--- src/rtl/xbr_pkg.sv ---
package xbr_pkg;

   localparam int CNT_W = 11;

   localparam logic [7:0] CHR_SOH = 8'h01;
   localparam logic [7:0] CHR_STX = 8'h02;
   localparam logic [7:0] CHR_EOT = 8'h04;
   localparam logic [7:0] CHR_ACK = 8'h06;
   localparam logic [7:0] CHR_NAK = 8'h15;
   localparam logic [7:0] CHR_CR  = 8'h0D;
   localparam logic [7:0] CHR_LF  = 8'h0A;
   localparam logic [7:0] CHR_C   = 8'h43;

   localparam logic [15:0] CRC_POLY = 16'h1021;

   localparam logic [CNT_W-1:0] SHORT_LEN = CNT_W'(128);
   localparam logic [CNT_W-1:0] LONG_LEN  = CNT_W'(1024);
   localparam logic [CNT_W-1:0] SHORT_END = SHORT_LEN + CNT_W'(3);
   localparam logic [CNT_W-1:0] LONG_END  = LONG_LEN + CNT_W'(3);
   localparam logic [CNT_W-1:0] POS_NUM   = CNT_W'(1);
   localparam logic [CNT_W-1:0] POS_INV   = CNT_W'(2);
   localparam logic [CNT_W-1:0] POS_DATA  = CNT_W'(3);

   localparam logic REG_USE_CRC = 1'b0;

   typedef struct packed {
      logic       reply_valid;
      logic [7:0] reply_byte;
      logic       payload_valid;
      logic [7:0] payload_byte;
      logic       block_accepted;
      logic       block_rejected;
      logic       transfer_done;
      logic       last;
   } rsp_type;

   typedef struct packed {
      logic    valid;
      logic    two;
      rsp_type rsp;
   } load_type;

   function automatic logic [15:0] crc_byte(input logic [15:0] crc, input logic [7:0] b);
      logic [15:0] c;
      c = crc ^ {b, 8'h00};
      for (int i = 0; i < 8; i++) begin
         c = c[15] ? ((c << 1) ^ CRC_POLY) : (c << 1);
      end
      return c;
   endfunction

endpackage

--- src/rtl/xbr_csr.sv ---
module xbr_csr (
   input  logic        clock,
   input  logic        reset,
   input  logic        psel,
   input  logic        penable,
   input  logic        pwrite,
   input  logic [2:0]  paddr,
   input  logic [31:0] pwdata,
   output logic [31:0] prdata,
   output logic        pready,
   output logic        use_crc
);

   logic use_crc_ff;
   logic use_crc_in;
   logic wr;

   assign pready = 1'b1;
   assign wr = psel && penable && pwrite;

   always_comb begin
      use_crc_in = use_crc_ff;
      prdata = 32'h0;
      unique case (paddr[2])
         xbr_pkg::REG_USE_CRC: begin
            prdata = {31'h0, use_crc_ff};
            if (wr) begin
               use_crc_in = pwdata[0];
            end
         end
         default: begin
            prdata = 32'h0;
         end
      endcase
   end

   always_ff @(posedge clock) begin
      if (reset) begin
         use_crc_ff <= 1'b0;
      end else begin
         use_crc_ff <= use_crc_in;
      end
   end

   assign use_crc = use_crc_ff;

endmodule

--- src/rtl/xbr_core.sv ---
module xbr_core (
   input  logic              clock,
   input  logic              reset,
   input  logic              req_valid,
   output logic              req_stall,
   input  logic              req_func,
   input  logic [7:0]        req_byte_in,
   input  logic              use_crc,
   input  logic              out_free,
   output xbr_pkg::load_type load
);

   localparam int W = xbr_pkg::CNT_W;

   logic         in_valid_ff, in_valid_in;
   logic         func_ff, func_in;
   logic [7:0]   byte_ff, byte_in;
   logic         adv;
   logic         accept;

   logic         receiving_ff, receiving_in;
   logic [W-1:0] count_ff, count_in;
   logic         long_ff, long_in;
   logic [7:0]   num_ff, num_in;
   logic [7:0]   inv_ff, inv_in;
   logic [15:0]  crc_ff, crc_in;
   logic [7:0]   sum_ff, sum_in;
   logic [7:0]   crc_hi_ff, crc_hi_in;

   logic [W-1:0] block_end;
   logic         ok;
   xbr_pkg::load_type res;

   assign adv       = in_valid_ff && out_free;
   assign req_stall = in_valid_ff && !out_free;
   assign accept    = req_valid && !req_stall;

   always_comb begin
      in_valid_in = accept ? 1'b1 : (adv ? 1'b0 : in_valid_ff);
      func_in     = accept ? req_func : func_ff;
      byte_in     = accept ? req_byte_in : byte_ff;
   end

   assign block_end = long_ff ? xbr_pkg::LONG_END : xbr_pkg::SHORT_END;

   always_comb begin
      if (use_crc) begin
         ok = (crc_hi_ff == crc_ff[15:8]) && (byte_ff == crc_ff[7:0]);
      end else begin
         ok = (num_ff == ~inv_ff) && (byte_ff == sum_ff);
      end
   end

   always_comb begin
      receiving_in = receiving_ff;
      count_in     = count_ff;
      long_in      = long_ff;
      num_in       = num_ff;
      inv_in       = inv_ff;
      crc_in       = crc_ff;
      sum_in       = sum_ff;
      crc_hi_in    = crc_hi_ff;
      res          = '0;
      if (func_ff) begin
         receiving_in         = 1'b1;
         count_in             = '0;
         crc_in               = '0;
         sum_in               = '0;
         res.valid            = 1'b1;
         res.rsp.reply_valid  = 1'b1;
         res.rsp.reply_byte   = use_crc ? xbr_pkg::CHR_C : xbr_pkg::CHR_NAK;
         res.rsp.last         = 1'b1;
      end else if (!receiving_ff) begin
         res.valid            = 1'b1;
         res.rsp.reply_valid  = 1'b1;
         res.rsp.reply_byte   = byte_ff;
         res.two              = (byte_ff == xbr_pkg::CHR_CR);
         res.rsp.last         = (byte_ff != xbr_pkg::CHR_CR);
      end else if (count_ff == '0) begin
         if (byte_ff == xbr_pkg::CHR_SOH || byte_ff == xbr_pkg::CHR_STX) begin
            long_in  = (byte_ff == xbr_pkg::CHR_STX);
            count_in = xbr_pkg::POS_NUM;
            crc_in   = '0;
            sum_in   = '0;
         end else if (byte_ff == xbr_pkg::CHR_EOT) begin
            receiving_in          = 1'b0;
            res.valid             = 1'b1;
            res.rsp.reply_valid   = 1'b1;
            res.rsp.reply_byte    = xbr_pkg::CHR_ACK;
            res.rsp.transfer_done = 1'b1;
            res.rsp.last          = 1'b1;
         end
      end else if (count_ff == xbr_pkg::POS_NUM) begin
         num_in   = byte_ff;
         count_in = xbr_pkg::POS_INV;
      end else if (count_ff == xbr_pkg::POS_INV) begin
         inv_in   = byte_ff;
         count_in = xbr_pkg::POS_DATA;
      end else if (count_ff < block_end) begin
         crc_in                = xbr_pkg::crc_byte(crc_ff, byte_ff);
         sum_in                = sum_ff + byte_ff;
         count_in              = count_ff + W'(1);
         res.valid             = 1'b1;
         res.rsp.payload_valid = 1'b1;
         res.rsp.payload_byte  = byte_ff;
         res.rsp.last          = 1'b1;
      end else if (use_crc && count_ff == block_end) begin
         crc_hi_in = byte_ff;
         count_in  = count_ff + W'(1);
      end else begin
         count_in               = '0;
         res.valid              = 1'b1;
         res.rsp.reply_valid    = 1'b1;
         res.rsp.reply_byte     = ok ? xbr_pkg::CHR_ACK : xbr_pkg::CHR_NAK;
         res.rsp.block_accepted = ok;
         res.rsp.block_rejected = !ok;
         res.rsp.last           = 1'b1;
      end
   end

   always_comb begin
      load       = res;
      load.valid = res.valid && adv;
   end

   always_ff @(posedge clock) begin
      func_ff <= func_in;
      byte_ff <= byte_in;
      if (reset) begin
         in_valid_ff  <= 1'b0;
         receiving_ff <= 1'b0;
         count_ff     <= '0;
         long_ff      <= 1'b0;
         num_ff       <= '0;
         inv_ff       <= '0;
         crc_ff       <= '0;
         sum_ff       <= '0;
         crc_hi_ff    <= '0;
      end else begin
         in_valid_ff <= in_valid_in;
         if (adv) begin
            receiving_ff <= receiving_in;
            count_ff     <= count_in;
            long_ff      <= long_in;
            num_ff       <= num_in;
            inv_ff       <= inv_in;
            crc_ff       <= crc_in;
            sum_ff       <= sum_in;
            crc_hi_ff    <= crc_hi_in;
         end
      end
   end

endmodule

--- src/rtl/xbr_out.sv ---
module xbr_out (
   input  logic              clock,
   input  logic              reset,
   input  xbr_pkg::load_type load,
   output logic              out_free,
   output logic              rsp_valid,
   input  logic              rsp_stall,
   output xbr_pkg::rsp_type  rsp
);

   logic             out_valid_ff, out_valid_in;
   logic             lf_ff, lf_in;
   xbr_pkg::rsp_type out_ff, out_in;
   xbr_pkg::rsp_type lf_rsp;
   logic             take;

   assign take     = out_valid_ff && !rsp_stall;
   assign out_free = !out_valid_ff || (take && !lf_ff);

   always_comb begin
      lf_rsp             = '0;
      lf_rsp.reply_valid = 1'b1;
      lf_rsp.reply_byte  = xbr_pkg::CHR_LF;
      lf_rsp.last        = 1'b1;
   end

   always_comb begin
      out_valid_in = out_valid_ff;
      lf_in        = lf_ff;
      out_in       = out_ff;
      if (load.valid) begin
         out_valid_in = 1'b1;
         lf_in        = load.two;
         out_in       = load.rsp;
      end else if (take && lf_ff) begin
         lf_in  = 1'b0;
         out_in = lf_rsp;
      end else if (take) begin
         out_valid_in = 1'b0;
      end
   end

   always_ff @(posedge clock) begin
      out_ff <= out_in;
      if (reset) begin
         out_valid_ff <= 1'b0;
         lf_ff        <= 1'b0;
      end else begin
         out_valid_ff <= out_valid_in;
         lf_ff        <= lf_in;
      end
   end

   assign rsp_valid = out_valid_ff;
   assign rsp       = out_ff;

`ifndef SYNTHESIS
   a_lf_needs_echo: assert property (@(posedge clock) disable iff (reset)
      lf_ff |-> (out_valid_ff && !out_ff.last))
      else $error("lf pending without a first echo item");
   a_lf_follows: assert property (@(posedge clock) disable iff (reset)
      (take && lf_ff) |=> (out_valid_ff && out_ff.reply_byte == xbr_pkg::CHR_LF
                           && out_ff.last))
      else $error("lf item did not follow cr echo");
   a_verdict_excl: assert property (@(posedge clock) disable iff (reset)
      out_valid_ff |-> !(out_ff.block_accepted && out_ff.block_rejected))
      else $error("block both accepted and rejected");
   a_reply_or_payload: assert property (@(posedge clock) disable iff (reset)
      out_valid_ff |-> !(out_ff.reply_valid && out_ff.payload_valid))
      else $error("item carries reply and payload together");
`endif

endmodule

--- src/rtl/xmodem_block_receiver_unit.sv ---
// xmodem block receiver
// req channel: one item per received byte (req_func = 0) or a start command
// (req_func = 1); accepted when req_valid is high and req_stall is low.
// rsp channel: result items with reply byte to the sender, tentative payload
// byte and block verdict flags; rsp_last marks the final result of an input item.
// config: use_crc at address 0 selects crc-16 check and 'C' start; write it
// only while no item is in flight.
// path: an accepted input item waits in the input register, then its result in the
// result register, from which it is taken when rsp_stall is low.
// throughput: one input item per cycle while rsp_stall is low; a cr in echo mode
// yields two results (cr, then lf), so it holds the result register until both are taken.
// input items that cause no result (header bytes, ignored bytes) leave the
// input register at the next edge at which the result register is free.
// when rsp_stall is high the result register holds and one more item can
// wait in the input register; req_stall then rises until the result drains.
// reset (synchronous) returns to echo mode, clears the block state and
// use_crc, and empties both registers.
module xmodem_block_receiver_unit (
   input  logic        clock,
   input  logic        reset,
   input  logic        req_valid,
   output logic        req_stall,
   input  logic        req_func,
   input  logic [7:0]  req_byte_in,
   output logic        rsp_valid,
   input  logic        rsp_stall,
   output logic        rsp_reply_valid,
   output logic [7:0]  rsp_reply_byte,
   output logic        rsp_payload_valid,
   output logic [7:0]  rsp_payload_byte,
   output logic        rsp_block_accepted,
   output logic        rsp_block_rejected,
   output logic        rsp_transfer_done,
   output logic        rsp_last,
   input  logic        psel,
   input  logic        penable,
   input  logic        pwrite,
   input  logic [2:0]  paddr,
   input  logic [31:0] pwdata,
   output logic [31:0] prdata,
   output logic        pready
);

   logic              use_crc;
   logic              out_free;
   xbr_pkg::load_type load;
   xbr_pkg::rsp_type  rsp;

   xbr_csr u_csr (
      .clock   (clock),
      .reset   (reset),
      .psel    (psel),
      .penable (penable),
      .pwrite  (pwrite),
      .paddr   (paddr),
      .pwdata  (pwdata),
      .prdata  (prdata),
      .pready  (pready),
      .use_crc (use_crc)
   );

   xbr_core u_core (
      .clock       (clock),
      .reset       (reset),
      .req_valid   (req_valid),
      .req_stall   (req_stall),
      .req_func    (req_func),
      .req_byte_in (req_byte_in),
      .use_crc     (use_crc),
      .out_free    (out_free),
      .load        (load)
   );

   xbr_out u_out (
      .clock     (clock),
      .reset     (reset),
      .load      (load),
      .out_free  (out_free),
      .rsp_valid (rsp_valid),
      .rsp_stall (rsp_stall),
      .rsp       (rsp)
   );

   assign rsp_reply_valid    = rsp.reply_valid;
   assign rsp_reply_byte     = rsp.reply_byte;
   assign rsp_payload_valid  = rsp.payload_valid;
   assign rsp_payload_byte   = rsp.payload_byte;
   assign rsp_block_accepted = rsp.block_accepted;
   assign rsp_block_rejected = rsp.block_rejected;
   assign rsp_transfer_done  = rsp.transfer_done;
   assign rsp_last           = rsp.last;

endmodule

--- config.mk ---
export PLATFORM = sky130hd
export DESIGN_NAME = xmodem_block_receiver_unit
export DESIGN_NICKNAME = d
export VERILOG_FILES = /design/src/rtl/xbr_pkg.sv /design/src/rtl/xbr_csr.sv /design/src/rtl/xbr_core.sv /design/src/rtl/xbr_out.sv /design/src/rtl/xmodem_block_receiver_unit.sv
export SDC_FILE = /design/constraint.sdc
export NUM_CORES = 1
export LEC_CHECK = 0
export ABC_AREA = 1
export BUFFER_PORTS_ARGS = -buffer_cell sky130_fd_sc_hd__buf_2
export CORE_MARGIN = 3
export CORE_UTILIZATION = 35
export DETAILED_ROUTE_END_ITERATION = 10
export PLACE_DENSITY = 0.54
export SYNTH_ARGS = -nofsm -noshare
export SYNTH_HDL_FRONTEND = slang
export SYNTH_SLANG_ARGS = --single-unit
--- constraint.sdc ---
create_clock -name clock -period 2.2 [get_ports clock]
set_input_delay 0.22 -clock clock [delete_from_list [all_inputs] [get_ports clock]]
set_output_delay 0.22 -clock clock [all_outputs]
set_load 0.02 [all_outputs]
-- After elaboration in Yosys (flattened, before gate mapping)
Index checks and enable logic that the tools add are counted.
- register bits after elaboration: 96
- output and inout bits: 57
- add/sub/neg operators: 2
- magnitude comparators: 1
- eq/ne operators: 16
- multiplexer cells: 81
- bitwise logic cells: 16
- reductions and logical operators: 34
- operators by type and width (cell ; count):
    16-bit 2-to-1 mux ; 7
    11-bit 2-to-1 mux ; 10
    13-bit 2-to-1 mux ; 8
    9-bit 2-to-1 mux ; 8
    8-bit 2-to-1 mux ; 7
    22-bit 2-to-1 mux ; 2
    20-bit 2-to-1 mux ; 2
    8-bit equality test ; 4
    1-bit 2-to-1 mux ; 29
    12-bit 2-to-1 mux ; 2
    3-bit inverter ; 8
    16-bit bitwise XOR ; 1
    1-bit logical AND ; 12
    6-bit AND reduction ; 2
    11-bit by 1-bit adder with 11-bit output (second input constant) ; 1
    11-bit by 1-bit equality test with 1-bit output (second input constant) ; 1
    11-bit equality test ; 1
    11-bit by 2-bit equality test with 1-bit output (second input constant) ; 1
    11-bit logical NOT ; 1
    11-bit < comparator ; 1
    5-bit AND reduction ; 2
    8-bit adder ; 1
    8-bit by 1-bit equality test with 1-bit output (second input constant) ; 1
    8-bit by 2-bit equality test with 1-bit output (second input constant) ; 1
    18 further kinds ; 37

-- Longest topological paths before layout
Gate-level depths: netlist of the first run.
- word-level depth: 23
- depth in mapped cells: 15
- depth with buffers taken out: 15

-- Hierarchy
Synthesis of the first run repeated with hierarchy kept, for this count alone.
- cells, all modules: 888
- area total of the unflattened synthesis: 6080.8 sq um
- modules (own cells, without submodules) (module ; instances ; cells each ; area each (sq um)):
    xbr_core ; 1 ; 765 ; 4839.6
    xbr_out ; 1 ; 76 ; 923.4
    xbr_csr ; 1 ; 47 ; 317.8

-- Worst setup path after synthesis of the first run
OpenSTA, ideal clock, no wires.
- path type: reg-to-reg
- start: reg u_core.long_ff
- end: reg u_out.out_ff, in the netlist u_out.rsp[0] (enable)
- arrival: 1861 ps
- required time: 1821 ps
- slack: -40 ps
- stages on the path, launching flop included: 14
- buffers on the path: 0
- period minus slack after synthesis: 2240 ps
- cell sequence: dfxtp_1 inv_1 ha_1 nand2_1 inv_1 nand2_1 inv_1 o21ai_2 nand2_2 nand2_1 nand2_1 nand2_1 nand2_2 nand2_1
- longest elaborated chain between the ends: 12
- ends and longest elaborated chain (item ; RTL line ; text):
    start, declared ; xbr_core.sv:23 ; logic long_ff, long_in;
    start signal, assigned ; xbr_core.sv:144 ; long_ff <= long_in;
    11-bit 2-to-1 mux * ; xbr_core.sv:44 ; assign block_end = long_ff ? xbr_pkg::LONG_END : xbr_pkg::SHORT_END;
    branches (longest 3 deep; another with 11-bit < comparator) ; -- ;
    1-bit 2-to-1 mux * ; xbr_core.sv:99 ; end else if (count_ff < block_end) begin
    1-bit 2-to-1 mux * ; xbr_core.sv:96 ; end else if (count_ff == xbr_pkg::POS_INV) begin
    1-bit 2-to-1 mux * ; xbr_core.sv:93 ; end else if (count_ff == xbr_pkg::POS_NUM) begin
    1-bit 2-to-1 mux * ; xbr_core.sv:79 ; end else if (count_ff == '0) begin
    1-bit 2-to-1 mux * ; xbr_core.sv:73 ; end else if (!receiving_ff) begin
    1-bit 2-to-1 mux * ; xbr_core.sv:64 ; if (func_ff) begin
    1-bit logical AND * ; xbr_core.sv:123 ; load.valid = res.valid && adv;
    2-bit nonzero test (no line) * ; -- ;
    end signal, assigned ; xbr_out.sv:44 ; out_ff <= out_in;
    end, declared ; xbr_out.sv:13 ; xbr_pkg::rsp_type out_ff, out_in;
Mark *: on every way between the ends.
A chain may end at the register's enable or synchronous reset.

-- Final worst setup path of the first run
- start: reg u_core.long_ff
- end: reg u_core.crc_ff[13]
- longest elaborated chain between the ends: 4
- ends and longest elaborated chain (item ; RTL line ; text):
    11-bit 2-to-1 mux ; xbr_core.sv:44 ;
    11-bit < comparator ; xbr_core.sv:99 ;
    3-bit nonzero test (no line) ; -- ;
    6-bit AND reduction (no line) ; -- ;
    end signal, assigned ; xbr_core.sv:147 ; crc_ff <= crc_in;
    end, declared ; xbr_core.sv:26 ; logic [15:0] crc_ff, crc_in;
Every way passes these cells.

==> results of run 1 <==
==> timing repair <==
item / 4_1_cts / 5_1_grt
setup buffers: 0 / 7
endpoints found under the setup margin: 0 / 28
gates resized for setup: 0 / 4
==> logic make-up after synthesis <==
group | after synthesis | share of synthesized area [%]
xor gates and xnor gates | 30 | 4.832
other | 2 | 0.1381
buffers and inverters | 125 | 11.64
adders and majority gates | 14 | 3.359
AOI/OAI and AO/OA | 111 | 11.44
and+or+nand+nor | 322 | 27.54
DFF | 96 | 41.05
==> worst paths after layout <==
check,to,slack [ns],depth (start not counted)
worst max register to register,u_core.crc_ff[13]$_SDFFE_PP0P_,0.16,14
worst min register to register,u_core.crc_hi_ff[4]$_SDFFE_PP0P_,0.46,2
worst max-delay path,u_core.crc_ff[13]$_SDFFE_PP0P_,0.16,14
worst min-delay path,u_core.byte_ff[7]$_DFFE_PP_,0.04,1
==> sequential cells by signal, summed over array words and instances, names as in the netlist <==
name	count
u_core.byte_ff	8
u_core.count_ff	11
u_core.crc_ff	16
u_core.crc_hi_ff	8
u_core.func_ff	1
u_core.in_valid_ff	1
u_core.inv_ff	8
u_core.long_ff	1
u_core.num_ff	8
u_core.receiving_ff	1
u_core.sum_ff	8
u_csr.use_crc	1
u_out.lf_ff	1
u_out.rsp	22
u_out.rsp_valid	1
==> per-layer routing <==
layer	part of all wire [%]	track usage [%]	vias up	wire length [um]
met5	0	0	-	0
met4	1.7	5.445	0	227
met3	4.6	3.252	20	609
met2	45	24.50	113	5920
met1	49	22.15	2098	6441
li1	-	-	2337	-
==> cell usage after synthesis (3+ instances only) <==
library cell  instances  share of area (%)
nand2_1             143                9.9
nor2_1               79                5.5
inv_1                73                5.0
dfxtp_1              65                 24
a21oi_1              54                5.0
nand3_1              36                3.3
buf_4                34                4.7
edfxtp_1             31                 17
o21ai_0              31                2.9
xor2_1               18                2.9
nand2_2              16                1.8
ha_1                 13                3.0
nor3_1               13                1.2
xnor2_1              12                1.9
nand4_1              10                1.2
a21oi_2               9                1.4
nor2_4                8                1.7
o21ai_1               8               0.74
clkbuf_1              7               0.48
or2_2                 6               0.69
inv_2                 5               0.35
buf_6                 3               0.62
==> cell type report <==
class | instances | area (um2)
Timing Repair Buffer | 76 | 515.5
Clock buffer | 9 | 225.2
Clock inverter | 7 | 73.82
Fill cell | 1539 | 8587
Inverter | 79 | 299.0
Tap cell | 184 | 230.2
Multi-Input combinational cell | 509 | 2700
Sequential cell | 96 | 2233
==> stage by stage <==
stage / std cells / instance area (um2) / util [%]
final: 960 / 6277 / 42.23
after global routing: 960 / 6277 / 42.23
after CTS: 953 / 6198 / 41.70
after detailed placement: 937 / 5899 / 39.69
after global placement: 937 / 5899 / 39.69
after floorplan: 730 / 5553 / -
==> where the power goes <==
part	switching (mW)	internal [mW]
registers	0.0318	1.87
clock network	0.766	0.805
logic	0.290	0.129
total	1.09	2.80
==> layout by cell type, fill, tap and decap left out, types with 2 or more instances in the layout <==
| master | Yosys | routed |
|---|---|---|
| buf_2 | 0 | 42 |
| a21oi_2 | 9 | 9 |
| xnor2_1 | 12 | 12 |
| nor2_1 | 79 | 78 |
| edfxtp_1 | 31 | 31 |
| nand3b_1 | 2 | 2 |
| inv_2 | 5 | 5 |
| clkinv_4 | 0 | 2 |
| inv_6 | 0 | 2 |
| o21ai_1 | 8 | 8 |
| o21ai_2 | 2 | 2 |
| or2_2 | 6 | 6 |
| nor2_4 | 8 | 8 |
| o21ai_0 | 31 | 31 |
| a31oi_1 | 2 | 2 |
| nor2_8 | 2 | 2 |
| buf_4 | 34 | 30 |
| conb_1 | 2 | 32 |
| nand3_1 | 36 | 36 |
| dfxtp_1 | 65 | 64 |
| nor2_2 | 2 | 3 |
| inv_8 | 0 | 2 |
| clkbuf_16 | 0 | 9 |
| xor2_1 | 18 | 18 |
| nor3_1 | 13 | 12 |
| nand2_2 | 16 | 16 |
| buf_12 | 0 | 4 |
| nand4_1 | 10 | 10 |
| inv_1 | 73 | 73 |
| a21oi_1 | 54 | 54 |
| nand2_4 | 2 | 3 |
| nand2_1 | 143 | 142 |
| ha_1 | 13 | 13 |
==> results by group, run 1 <==
Die
  • Initial Utilization: 36.58%
  • Die Ht: 130.6 um
  • Chip width: 130.6 um
  • Die Area: 0.01707 mm2
  • Core footprint: 0.01486 mm2
  • Row count: 44
  • I/O pin total: 108

Clock network
  • Clock H-tree levels: 3
  • Clock Sinks: 96
  • CTS tree: done
  • Clk pin slew, worst setup/hold paths: 0.07 ns
  • Worst skew pair latency: 0.36 ns
  • Max clock buf depth: 2
  • Inserted Clock Buffers: 9
  • Clock Root Buffer: clkbuf_16
  • Hold Buf Count CTS: 0

STA
  • Final slew viol count: 0
  • Final Hold Vio Count: 0
  • Smallest hold slack: 0.03932 ns
  • Final setup violation count: 0
  • Worst-Margin Slew: 0.5252 ns
  • Skew final: 0.01380 ns
  • Setup tns final: 0 ns
  • Tcrit/Tclk final: 92.83%
  • Final worst setup slack: 0.1578 ns
  • Fmax achieved: 0.4897 GHz
  • Final min period: 2.042 ns
  • RSZ-0062 raised after global routing: false
  • Max-Slew Margin vs Limit: 64.73%

Pwr
  • Worst vdd ir: 382.3 uV
  • P_leak: 2.766 nW
  • PD cells: 619.9 mW/mm2
  • Final Power: 3.891 mW

Placed design
  • Post-place setup slack: 0.1059 ns
  • RD Place Congestion: 0.8947
  • # port buffers: 42
  • Dpl hpwl: 9.962 mm

Detailed routing
  • Vias per inst: 4.758
  • First-pass DRT Iterations: 5
  • Wire length per cell: 13.75 um
  • DR DRC count: 0
  • Vias: 4568
  • Drt initial violations: 266
  • Antenna viol nets, final: 0
  • Total Wirelength: 13.20 mm

GRT
  • Vias in the first global route: 4189
  • GR Util All Layers: 15.86%
  • Initial antenna violation count: 0
  • GRT Residual Overflow: 0
  • Global-route wire length before repair: 21.28 mm
  • Largest net degree at the start of global routing: 26

Critical path
  • Slowest CP cell: dfxtp_2
  • Crit start category: flip-flop
  • Largest stage delay on the critical path: 0.35 ns
  • CP Cell Sequence: inv_1 -> ha_1 -> nand2_1 -> inv_1 -> nand2_1 -> inv_1 -> o21ai_2 -> nand2_2 -> nor2_4 -> buf_4 -> o21ai_4 -> inv_1 -> o21ai_1 -> nor2_1
  • Reg2reg start: u_core.long_ff$_SDFFE_PP0P_
  • Crit-path most repeated cell: inv_1
  • Critical Path Fanout Max: 7
  • Arrival @ worst endpoint: 2.29 ns
  • Critical Path Sink Type: flip-flop
  • CP Launch Point: u_core.long_ff$_SDFFE_PP0P_
  • Top delay family on crit path: buffers and inverters
  • Worst EP required: 2.45 ns
  • WS Path Type: reg2reg
  • Worst path buffer plus inverter count: 5

Synthesis
  • Syn_area_per_cell: 7.768 um2
  • Top_reg_cell synth: dfxtp_1
  • Yosys warning count: 0
  • Async set-reset flop share out of synthesis: 0%
  • Cells after Synth: 700
  • Mapped Area: 0.005438 mm2
  • Sequential fraction of the synthesis area: 41.05%
  • Flops & latches, synth: 96
  • EDFF count, synth: 31
  • Synth unique cells: 41

Final layout
  • Ant diodes: 0
  • Layout cell share with drive strength beyond 1: 19.59%
  • Synth-to-layout area growth: 15.44%
  • Nets: 836

Job
  • Max cap viols: 0

Hold path
  • HP Class: in2reg
  • Hold Crit Start: req_byte_in[7]

Outcome
  • Status: finished clean
No activity file was read; power rests on OpenSTA's default activity.
==> run 2: changes to the inputs <==
--- a/config.mk
+++ b/config.mk
@@ -7,7 +7,7 @@
 export LEC_CHECK = 0
 export ABC_AREA = 1
 export BUFFER_PORTS_ARGS = -buffer_cell sky130_fd_sc_hd__buf_2
-export CORE_MARGIN = 3
+export CORE_MARGIN = 4
 export CORE_UTILIZATION = 35
 export DETAILED_ROUTE_END_ITERATION = 10
 export PLACE_DENSITY = 0.54
==> constraint.sdc (replaced) <==
create_clock -name clock -period 2.2 [get_ports clock]
set_input_delay 0.22 -clock clock [delete_from_list [all_inputs] [get_ports clock]]
set_output_delay 0.22 -clock clock [all_outputs]
set_load 0.05 [all_outputs]
==> results by group, run 2 (same netlist as run 1, synthesis figures left out) <==
Detailed routing
  • Vias: 4577 (+0.20%)
  • WL met3: 736 um (+21%)
  • DR WL met2: 6.113 mm (+3.3%)
  • First-pass DRT Iterations: 4 (-1)
  • Total Wirelength: 13.30 mm (+0.73%)
  • Antenna viol nets, final: 0 (unchanged)
  • Drt initial violations: 252 (-5.3%)
  • Wire length per cell: 13.78 um (+0.21%)
  • DR top layer: met4
  • Vias per inst: 4.743 (-0.32%)
  • M1 WL: 6.240 mm (-3.1%)
  • DR DRC count: 0 (unchanged)

Pwr
  • P_leak: 2.777 nW (+0.43%)
  • PD cells: 637.1 mW/mm2 (+2.8%)
  • Worst vdd ir: 400.8 uV (+4.8%)

Critical path
  • Worst EP required: 2.31 ns (-0.14 ns)
  • Top delay family on crit path: simple AND/OR/NAND/NOR gates
  • CP Cell Sequence: ha_1 -> nor2_1 -> nand4_1 -> nor2_1 -> nand3_1 -> nand3_1 -> nand2_1 -> nand3_1 -> nand2_1
  • Largest stage delay on the critical path: 0.51 ns (+0.16 ns)
  • R2R Path End: u_out.rsp[17]$_SDFFCE_PN0P_
  • Arrival @ worst endpoint: 2.20 ns (-0.09 ns)
  • WS Path Type: reg2reg
  • Crit. path cell count: 9 (-5)
  • Reg2reg start: u_core.byte_ff[0]$_DFFE_PP_
  • CP Launch Point: u_core.byte_ff[0]$_DFFE_PP_
  • Critical Path Sink Type: flip-flop
  • Crit start category: flip-flop
  • Slowest CP cell: edfxtp_1
  • R2r worst-path depth: 9 (-5)
  • Crit path to: u_out.rsp[17]$_SDFFCE_PN0P_
  • Worst path buffer plus inverter count: 0 (-5)
  • Crit-path most repeated cell: nand3_1
  • R2r setup slk: 0.11 ns (-0.05 ns)
  • Critical Path Fanout Max: 3 (-4)

Final layout
  • Ant diodes: 0 (unchanged)
  • Layout cell share with drive strength beyond 1: 20.59% (+1.0 points)
  • Fin util: 41.67% (-0.56 points)
  • Fin area: 0.006335 mm2 (+0.92%)
  • Most common cell after layout, fill and taps aside: nand2_1
  • Most frequent cells in the layout: nand2_1 (140), nor2_1 (77), inv_1 (72), dfxtp_1 (62), a21oi_1 (54)
  • Final cell count without fillers: 965 (+0.52%)
  • Nets: 837 (+0.12%)
  • Largest register FFs: 22 (unchanged)
  • Synth-to-layout area growth: 16.50%

Clock network
  • Clock H-tree levels: 3 (unchanged)
  • Clock Root Buffer: clkbuf_16
  • Clock Sinks: 96 (unchanged)
  • CTS tree: done
  • Worst skew pair latency: 0.36 ns (about the same)
  • Inserted Clock Buffers: 9 (unchanged)
  • Max clock buf depth: 2 (unchanged)
  • Clk pin slew, worst setup/hold paths: 0.07 ns (about the same)

Die
  • Die Ht: 132.6 um (+1.5%)
  • Core footprint: 0.01520 mm2 (+2.3%)
  • Chip width: 132.6 um (+1.5%)
  • Die Area: 0.01759 mm2 (+3.1%)
  • Initial Utilization: 35.77% (-0.81 points)
  • Row count: 45 (+2.3%)
  • I/O pin total: 108 (unchanged)

STA
  • Final Hold Vio Count: 0 (unchanged)
  • Skew final: 0.008313 ns (-0.005484 ns)
  • Final min period: 2.088 ns (+0.04563 ns)
  • Smallest hold slack: 0.03097 ns (-0.008346 ns)
  • Final setup violation count: 0 (unchanged)
  • Tcrit/Tclk final: 94.90% (+2.1 points)
  • Fmax achieved: 0.4790 GHz (-2.2%)
  • Final slew viol count: 0 (unchanged)

Placed design
  • RD Place Congestion: 0.8588 (-4.0%)
  • # port buffers: 42 (unchanged)
  • Dpl hpwl: 9.875 mm (-0.87%)
  • Placed cells: 939 (+0.21%)
  • Post-DP Area: 0.005889 mm2 (-0.17%)

Hold path
  • HP Class: in2reg

GRT
  • Vias in the first global route: 4176 (-0.31%)
  • Largest net degree at the start of global routing: 26 (unchanged)
  • Initial antenna violation count: 0 (unchanged)
  • GR Util All Layers: 15.12% (-0.74 points)
  • Global-route wire length before repair: 21.23 mm (-0.23%)
  • GRT Residual Overflow: 0 (unchanged)

Job
  • Max cap viols: 0 (unchanged)

Outcome
  • Status: finished clean
## run 2: cell count changes in the layout (fill, tap and decap cells not counted), sizes merged
cell	previous run	this run
clkbuf	9	10
## run 2: where the power goes
group | switching, mW | internal, mW
registers | 0.0320 | 1.87
clock network | 0.782 | 0.805
logic | 0.410 | 0.137
total | 1.22 | 2.81
## run 2: timing repair
item,in CTS,in global routing
endpoints found under the setup margin,0,47
buffers inserted,0,9
gates resized for setup,0,12
endpoints found under the hold margin,0,0
hold buffers,0,0
## run 2: metal layers
metal / global-route usage, % / vias up
li1: - / 2345
met1: 20.55 / 2089
met2: 23.65 / 128
met3: 3.650 / 15
met4: 5.081 / 0
met5: 0 / -
## run 2: final cells by class
| cell class | count | area, um2 |
|---|---|---|
| repair buffers | 77 | 540.5 |
| fillers | 1569 | 8867 |
| multi-input cells | 509 | 2725 |
| well taps | 188 | 235.2 |
| clock inverters | 7 | 73.82 |
| flip-flops and latches | 96 | 2236 |
| clock buffers | 9 | 225.2 |
| inverters | 79 | 299.0 |
## run 2: how the worst min path moves through the flow
stage,startpoint,to,slack [ns],cells after the start
floorplan,req_byte_in[0],u_core.byte_ff[0]$_DFFE_PP_,0.32,0
global placement,req_byte_in[5],u_core.byte_ff[5]$_DFFE_PP_,0.40,1
detailed placement,req_byte_in[7],u_core.byte_ff[7]$_DFFE_PP_,0.40,1
CTS,req_byte_in[7],u_core.byte_ff[7]$_DFFE_PP_,0.02,1
global route,req_byte_in[7],u_core.byte_ff[7]$_DFFE_PP_,0.02,1
finish,req_byte_in[7],u_core.byte_ff[7]$_DFFE_PP_,0.03,1
## run 2: per-stage QoR
stage,setup WS (ns),TNS [ns],total power [mW]
floorplan,0.07437,0,2.374
global placement,0.1361,0,2.473
detailed placement,0.09362,0,2.478
CTS,0.07406,0,4.073
global route,-0.01967,-0.2509,4.199
finish,0.1121,0,4.036
==> run 3: changes to the inputs <==
--- a/config.mk
+++ b/config.mk
@@ -10,7 +10,8 @@
 export CORE_MARGIN = 4
 export CORE_UTILIZATION = 35
 export DETAILED_ROUTE_END_ITERATION = 10
-export PLACE_DENSITY = 0.54
+export PLACE_DENSITY = 0.53
 export SYNTH_ARGS = -nofsm -noshare
 export SYNTH_HDL_FRONTEND = slang
+export SYNTH_HIERARCHICAL = 1
 export SYNTH_SLANG_ARGS = --single-unit
==> results by group, run 3 <==
Critical path
  • Critical Path Fanout Max: 22 (+19)
  • Top delay family on crit path: simple AND/OR/NAND/NOR gates
  • Largest stage delay on the critical path: 0.44 ns (-0.07 ns)
  • CP Cell Sequence: nor2_2 -> nand2_1 -> nor3_1 -> buf_4 -> nand2_1 -> nand2_1 -> a31oi_2 -> nor2_2 -> inv_2 -> nand2_2 -> buf_12
  • Crit start category: flip-flop
  • Arrival @ worst endpoint: 2.14 ns (-0.06 ns)
  • Worst EP required: 2.27 ns (-0.04 ns)
  • Critical Path Sink Type: flip-flop
  • WS Path Type: reg2reg
  • Worst path buffer plus inverter count: 3 (+3)
  • Slowest CP cell: edfxtp_1
  • Crit-path most repeated cell: nand2_1

STA
  • Final min period: 2.070 ns (-0.01781 ns)
  • Tcrit/Tclk final: 94.09% (-0.81 points)
  • Fmax achieved: 0.4831 GHz (+0.86%)
  • Smallest hold slack: 0.03404 ns (+0.003070 ns)
  • RSZ-0062 raised after global routing: false
  • Final setup violation count: 0 (unchanged)
  • Final Hold Vio Count: 0 (unchanged)
  • Final slew viol count: 0 (unchanged)
  • Skew final: 0.01089 ns (+0.002574 ns)
  • Setup tns final: 0 ns (unchanged)

Detailed routing
  • First-pass DRT Iterations: 5 (+1)
  • Wire length per cell: 13.71 um (-0.53%)
  • DR DRC count: 0 (unchanged)
  • Vias: 5575 (+22%)
  • Drt initial violations: 442 (+75%)
  • Antenna viol nets, final: 0 (unchanged)
  • Vias per inst: 4.638 (-2.2%)
  • Total Wirelength: 16.47 mm (+24%)

Synthesis
  • EDFF count, synth: 31 (unchanged)
  • Yosys top cell by area: dfxtp_1
  • Synth unique cells: 40 (-2.4%)
  • Syn_area_per_cell: 6.848 um2 (-12%)
  • Flops & latches, synth: 96 (unchanged)
  • Async set-reset flop share out of synthesis: 0% (unchanged)
  • Leading post-synthesis cells by cell area: dfxtp_1 (21%), nand2_1 (16%), edfxtp_1 (15%)
  • Yosys warning count: 6 (+6)
  • Sequential fraction of the synthesis area: 36.71% (-4.3 points)
  • Synth top area share: 21.40% (-2.5 points)
  • Cells after Synth: 888 (+27%)
  • Top_reg_cell synth: dfxtp_1
  • Mapped Area: 0.006081 mm2 (+12%)
  • Top cells by count, synth: nand2_1 (265), inv_1 (110), nor2_1 (95)
  • Most common cell in the netlist: nand2_1

Clock network
  • Clock Sinks: 96 (unchanged)
  • Hold Buf Count CTS: 0 (unchanged)
  • Worst skew pair latency: 0.36 ns (about the same)
  • Max clock buf depth: 2 (unchanged)
  • Inserted Clock Buffers: 9 (unchanged)
  • Clock H-tree levels: 3 (unchanged)
  • Clock Root Buffer: clkbuf_16
  • CTS tree: done
  • Clk pin slew, worst setup/hold paths: 0.07 ns (about the same)

GRT
  • GR Util All Layers: 17.03% (+1.9 points)
  • GRT Residual Overflow: 0 (unchanged)
  • Largest net degree at the start of global routing: 37 (+42%)
  • Vias in the first global route: 5042 (+21%)
  • Initial antenna violation count: 0 (unchanged)
  • Global-route wire length before repair: 26.53 mm (+25%)

Final layout
  • Largest register FFs: 22 (unchanged)
  • Most common cell after layout, fill and taps aside: nand2_1
  • Ant diodes: 0 (unchanged)
  • Layout cell share with drive strength beyond 1: 18.74% (-1.9 points)
  • Nets: 1042 (+24%)
  • Fin util: 42.32% (+0.64 points)
  • # fillers: 1812 (+15%)
  • Area of the multi-input gates: 0.003179 mm2 (+17%)
  • Synth-to-layout area growth: 17.04%
  • FF/Latch Area: 0.002236 mm2 (unchanged)
  • Most frequent cells in the layout: nand2_1 (262), inv_1 (108), nor2_1 (90), dfxtp_1 (62), a21oi_1 (60)

Job
  • Max cap viols: 0 (unchanged)

Pwr
  • P_leak: 3.351 nW (+21%)
  • Worst vdd ir: 367.7 uV (-8.3%)
  • Final Power: 4.032 mW (about the same)
  • PD cells: 566.5 mW/mm2 (-11%)

Placed design
  • Dpl hpwl: 12.58 mm (+27%)
  • # port buffers: 42 (unchanged)
  • RD Place Congestion: 0.9023 (+5.1%)

Die
  • Die Area: 0.01955 mm2 (+11%)
  • Chip width: 139.8 um (+5.4%)
  • Die Ht: 139.8 um (+5.4%)
  • Initial Utilization: 36.16% (+0.39 points)
  • I/O pin total: 108 (unchanged)
  • Core footprint: 0.01682 mm2 (+11%)
  • Row count: 47 (+4.4%)

Hold path
  • HP Class: in2reg

Outcome
  • Status: finished clean
-- run 3: path summary, 6_finish.rpt --
| path | startpoint | to | slack (ns) | cells past startpoint |
|---|---|---|---|---|
| hold reg to reg | u_core/inv_ff[3]$_SDFFE_PP0P_ | u_core/inv_ff[3]$_SDFFE_PP0P_ | 0.46 | 2 |
| setup reg to reg | u_core/byte_ff[4]$_DFFE_PP_ | u_out/rsp[8]$_SDFFCE_PN0P_ | 0.13 | 11 |
| hold / removal | req_byte_in[7] | u_core/byte_ff[7]$_DFFE_PP_ | 0.03 | 1 |
| setup / recovery | u_core/byte_ff[4]$_DFFE_PP_ | u_out/rsp[8]$_SDFFCE_PN0P_ | 0.13 | 11 |
-- run 3: cell type report --
type	instances	area share (%)
clock buffer	10	3.516
clock inverter	6	0.6153
inverter	122	6.452
multi-input combinational	646	44.67
sequential	96	31.42
tap	220	3.868
timing repair buffer	102	9.459
-- run 3: kinds of logic after synthesis --
group,after synthesis,synth area share [%]
fa+ha+maj,14,3.004
other cells,2,0.1235
simple gates,485,35.25
flops,96,36.71
compound gates,95,8.230
xor+xnor,20,2.881
buf+inv,176,13.81
-- run 3: report_power, final --
group	internal, mW	total, mW	switching (mW)
clock	0.848	1.58	0.733
sequential	1.86	1.88	0.0190
combinational	0.138	0.571	0.434
-- run 3: timing repair --
item,4_1_cts,5_1_grt
resized for setup,1,17
endpoints found under the setup margin,11,47
setup buffers,0,1
pin swaps,0,3
-- run 3: stage by stage --
stage / setup WS, ns / std cells / area, um2
after floorplan: 0.09317 / 918 / 6196
after global placement: 0.04240 / 1185 / 6756
after detailed placement: 0.007335 / 1185 / 6756
after CTS: 0.002985 / 1201 / 7053
after global routing: 0.00003908 / 1202 / 7117
final: 0.1299 / 1202 / 7117
-- run 3: per-layer routing --
metal	up-vias	GRT usage (%)	part of all wire (%)
met2	141	26.18	44
met5	-	0	0
met4	0	5.966	1.9
met3	20	2.264	5.3
met1	2494	24.54	49
li1	2920	-	-
